`src/rtl/core/pfs_pkg.sv`:
```
// Shared types, constants and the exact-division inverse table for the SPF factorizer.
package pfs_pkg;

    localparam int DATA_W            = 16;
    localparam int EXP_W             = 4;
    localparam int VALUE_SPAN        = 1 << DATA_W;
    localparam int DEFAULT_MAX_VALUE = 65536;

    // Odd divisors below 256 reach the inverse table through bits [7:1]
    localparam int INV_ENTRIES = 128;

    typedef logic [INV_ENTRIES-1:0][DATA_W-1:0] inv_tbl_t;

    // Build inverses of odd numbers modulo 2^16 by Newton iteration
    function automatic inv_tbl_t build_inv_table();
        inv_tbl_t          tbl;
        logic [DATA_W-1:0] p;
        logic [DATA_W-1:0] x;
        for (int k = 0; k < INV_ENTRIES; k++)
        begin
            p = DATA_W'(2 * k + 1);
            x = p;
            for (int n = 0; n < 4; n++)
            begin
                x = DATA_W'(x * DATA_W'(DATA_W'(2) - DATA_W'(p * x)));
            end
            tbl[k] = x;
        end
        return tbl;
    endfunction

    localparam inv_tbl_t INV_TABLE = build_inv_table();

    // Commands from the controller to the datapath
    typedef struct packed {
        logic init_step;
        logic outer_start;
        logic outer_read;
        logic outer_next;
        logic inner_start;
        logic inner_step;
        logic accept;
        logic step;
        logic emit_err;
        logic emit_one;
        logic emit_final;
    } pfs_cmd_t;

    // Status from the datapath to the controller
    typedef struct packed {
        logic init_last;
        logic outer_done;
        logic is_prime;
        logic inner_done;
        logic val_err;
        logic val_one;
        logic p_invalid;
        logic p_is_rem;
    } pfs_status_t;

endpackage

```
`src/rtl/core/pfs_ctrl.sv`:
```
// Controller: sequences the sieve fill after reset and the lookup loop for each value.
module pfs_ctrl (
    input  logic                 clk,
    input  logic                 rst_n,
    input  logic                 start,
    input  pfs_pkg::pfs_status_t status,
    output pfs_pkg::pfs_cmd_t    cmd,
    output logic                 busy
);

    localparam logic [2:0] S_INIT      = 3'd0;
    localparam logic [2:0] S_OUTER_RD  = 3'd1;
    localparam logic [2:0] S_OUTER_CHK = 3'd2;
    localparam logic [2:0] S_INNER     = 3'd3;
    localparam logic [2:0] S_IDLE      = 3'd4;
    localparam logic [2:0] S_LOOKUP    = 3'd5;
    localparam logic [2:0] S_STEP      = 3'd6;
    localparam logic [2:0] S_FINAL     = 3'd7;

    logic [2:0] state_reg, state_next;

    // Decode state into commands and next state
    always_comb
    begin
        cmd        = '0;
        state_next = state_reg;
        case (state_reg)
            S_INIT:
            begin
                cmd.init_step = 1'b1;
                if (status.init_last)
                begin
                    cmd.outer_start = 1'b1;
                    state_next      = S_OUTER_RD;
                end
            end
            S_OUTER_RD:
            begin
                if (status.outer_done)
                begin
                    state_next = S_IDLE;
                end
                else
                begin
                    cmd.outer_read = 1'b1;
                    state_next     = S_OUTER_CHK;
                end
            end
            S_OUTER_CHK:
            begin
                if (status.is_prime)
                begin
                    cmd.inner_start = 1'b1;
                    state_next      = S_INNER;
                end
                else
                begin
                    cmd.outer_next = 1'b1;
                    state_next     = S_OUTER_RD;
                end
            end
            S_INNER:
            begin
                if (status.inner_done)
                begin
                    cmd.outer_next = 1'b1;
                    state_next     = S_OUTER_RD;
                end
                else
                begin
                    cmd.inner_step = 1'b1;
                end
            end
            S_IDLE:
            begin
                if (start)
                begin
                    if (status.val_err)
                    begin
                        cmd.emit_err = 1'b1;
                    end
                    else if (status.val_one)
                    begin
                        cmd.emit_one = 1'b1;
                    end
                    else
                    begin
                        cmd.accept = 1'b1;
                        state_next = S_LOOKUP;
                    end
                end
            end
            S_LOOKUP:
            begin
                state_next = S_STEP;
            end
            S_STEP:
            begin
                if (status.p_invalid)
                begin
                    state_next = S_FINAL;
                end
                else
                begin
                    cmd.step   = 1'b1;
                    state_next = status.p_is_rem ? S_FINAL : S_LOOKUP;
                end
            end
            S_FINAL:
            begin
                cmd.emit_final = 1'b1;
                state_next     = S_IDLE;
            end
            default:
            begin
                state_next = S_IDLE;
            end
        endcase
    end

    always_ff @(posedge clk or negedge rst_n)
    begin
        if (!rst_n)
        begin
            state_reg <= S_INIT;
        end
        else
        begin
            state_reg <= state_next;
        end
    end

    assign busy = (state_reg != S_IDLE);

endmodule

```
`config.mk`:
```
export PLATFORM = sky130hd
export DESIGN_NAME = pfs_ctrl
export DESIGN_NICKNAME = d
export VERILOG_FILES = /design/src/rtl/core/pfs_pkg.sv /design/src/rtl/core/pfs_ctrl.sv
export SDC_FILE = /design/constraint.sdc
export NUM_CORES = 1
export LEC_CHECK = 0
export BUFFER_PORTS_ARGS = -buffer_cell sky130_fd_sc_hd__buf_2
export CORE_AREA = 2 2 39 41
export CTS_BUF_LIST = sky130_fd_sc_hd__clkbuf_4 sky130_fd_sc_hd__clkbuf_8 sky130_fd_sc_hd__clkbuf_16
export DETAILED_ROUTE_END_ITERATION = 7
export DIE_AREA = 0 0 41 43
export GPL_ROUTABILITY_DRIVEN = 0
export PLACE_DENSITY = 0.48
export SYNTH_ARGS = -nofsm -noshare
export SYNTH_HDL_FRONTEND = slang
export SYNTH_SLANG_ARGS = --single-unit
```
`constraint.sdc`:
```
create_clock -name clk -period 1.3 [get_ports clk]
set_input_delay 0 -clock clk [delete_from_list [all_inputs] [get_ports clk]]
set_output_delay 0 -clock clk [all_outputs]
set_load 0.05 [all_outputs]
```
==> metrics <==
CTS tree=yes; syn_area_per_cell=9.20 um^2; share of cells above drive strength 1=69.2%; Seq/Total Area, Yosys=between 20% and 30%; IO Count=23; Antenna Nets Post-Route=0; Critical Path End Type=primary output; Slew headroom=~84%; Fill cells=146; Die Span Y=approximately 43 um; share of the synthesized area in the top cell type=about a quarter; Area Overhead vs Synth=89.6%; synthesized area=between 300 and 400 um^2; Placed Cells=72; Reg clk slew, reported paths=roughly 40 ps; Synth Area in Compound Gates=around 15%; first-pass GRT wire length=~1300 um; row cnt=14; Crit Path Class=reg2out; fin crit period=approximately 1300 ps; Comb power frac=65.9%; leakage=0.289 nW; Cells after Synth=34; Via Count=376; DR WL/cell=11.1 um; simple-gate area share of the yosys netlist=between 40% and 50%; final worst clock skew=between 1.5 and 2 ps; data required time of the critical path=1300 ps; clock network power share=about 17%; H-tree depth=1; switching power total=between 500 and 600 uW; Hold Startpoint=status[6]; Hold Fails Final Rpt=0; PwrDens=1800 nW/um^2; Final Setup Violations=0; Least-Margin Pin Slew=240 ps; Antenna Cells=0; Synth async-reset ratio=100%; Die X-Extent=roughly 40 um; RSZ-0062 raised after global routing=true; largest family of logic cells by synthesized area=simple AND/OR/NAND/NOR gates; gr usage total=between 10% and 20%; xor/xnor cell area share of the yosys netlist=0%; Max Root-Sink Buffers=2; vias in the first global route=between 300 and 400; FMAX=around 0.77 GHz; CTS sink cnt=3; Arrival @ worst endpoint=around 1300 ps; CTS root buf=clkbuf_4; post-synthesis net count=45; Critical Path Fanout Max=3; number of synthesized flops with an enable pin=0; mux cell area share after synthesis=0%; crit share post-route=between 90 and 100%; FF-to-FF Start=state_reg[2]$_DFFE_PN0P_; gr ovfl total=0; warnings from Yosys=0; Nets=77; port bufs=22; max FFs per register=3; largest cells by area after synthesis=dfrtp_1 (24%), and4bb_2 (8.0%), buf_6 (7.2%); internal cell power=between 500 and 600 uW; max_cap viols=0; initial drt markers=3; Clock Latency Late Sink=about 230 ps; largest area contributor in the synthesized netlist=dfrtp_1; post-route insts no fill=81; Seq pwr share=between 10% and 20%; final WL=approximately 900 um; largest net degree at the start of global routing=11; core area=1380 um^2; flops & latches, synth=3; Critical Path Start=state_reg[1]$_DFFE_PN0P_; CTS Buf Count=3; Hold Crit Class=in2reg; dpl hpwl=between 600 and 700 um; max-slew violation count=0; Sw Ratio=48.0%; CP startpoint kind=flip-flop; Finished Core Util=between 40% and 50%; post-synthesis adder-cell area fraction=0%; DRC=0; antenna violations before repair=0; Commonest cells post-synth=and3_1 (3), dfrtp_1 (3), inv_1 (3); VDD IR max=approximately 800 uV; Yosys cell types=25; die area=approximately 1800 um^2; status=completed; Initial Util=between 20% and 30%; DR vias/cell=4.64; Top FF cell, synth=dfrtp_1; router iterations before antenna repair=3
==> cell type report <==
| type | instances | area, um^2 | share of cell area [%] |
|---|---|---|---|
| flip-flops and latches | 3 | 78.8 | 13.3 |
| clock buffers | 4 | 30.0 | 5.06 |
| repair buffers | 30 | 236 | 39.9 |
| inverters | 3 | 11.3 | 1.90 |
| multi-input cells | 25 | 216 | 36.5 |
| well taps | 16 | 20.0 | 3.38 |
==> worst max-delay path: stages (launching register included) <==
cell,delay [ps]
dfrtp_2,430
buf_4,160
nor3_4,170
and2_4,170
buf_8,140
==> cells by family after synthesis <==
logic type	after synthesis
buffers and inverters	6
AND/OR/NAND/NOR	18
AO/OA/AOI/OAI	7
flip-flops	3
==> worst paths after layout <==
check | slack (ps) | to | depth (start not counted)
max | 4 | cmd[9] | 4
min | 50 | state_reg[2]$_DFFE_PN0P_ | 2
max reg2reg | 180 | state_reg[0]$_DFFE_PN0P_ | 4
min reg2reg | 670 | state_reg[0]$_DFFE_PN0P_ | 2
max in group asynchronous | 1100 | state_reg[2]$_DFFE_PN0P_ | 2
min in group asynchronous | 90 | state_reg[0]$_DFFE_PN0P_ | 2
==> power groups by stage <==
stage / clock network, mW / logic (mW) / registers (mW)
global route: 0.194 / 0.759 / 0.185
CTS: 0.191 / 0.693 / 0.181
floorplan: 0 / 0.509 / 0.147
finish: 0.185 / 0.702 / 0.179
global placement: 0 / 0.557 / 0.195
detailed placement: 0 / 0.556 / 0.199
==> placed cells by master (no fill, tap or decap), drive strengths merged, types with 3 or more instances in the layout <==
cell,count
buf,28
inv,3
dfrtp,3
and3,3
clkbuf,5
==> metal layers <==
layer | track usage (%) | vias to the layer above | share of wire (%)
li1 | - | 186 | -
met1 | 12.7 | 170 | 43
met2 | 17.5 | 20 | 50
met3 | 0 | 0 | 7.5
met4 | 6.00 | 0 | 0
met5 | 0 | - | 0
==> stage by stage <==
step	hold slack (ps)	instance area [um^2]	worst slack [ps]	power [mW]	TNS, ps
after detailed placement	-203	450	64.0	0.755	0
after CTS	39.3	566	-9.03	1.06	-17.0
final	45.1	593	4.38	1.07	0
after global placement	-201	450	86.5	0.753	0
after floorplan	-296	328	-134	0.656	-134
after global routing	47.2	593	-33.5	1.14	-139
==> repair_timing <==
item / CTS / global route
endpoints found under the hold margin: 3 / 0
hold buffers: 1 / 0
endpoints found under the setup margin: 11 / 9
gates cloned: 0 / 0
buffers inserted: 3 / 1
pin swaps: 1 / 3
resized for setup: 21 / 8
Power figures use the tool's default switching activity.
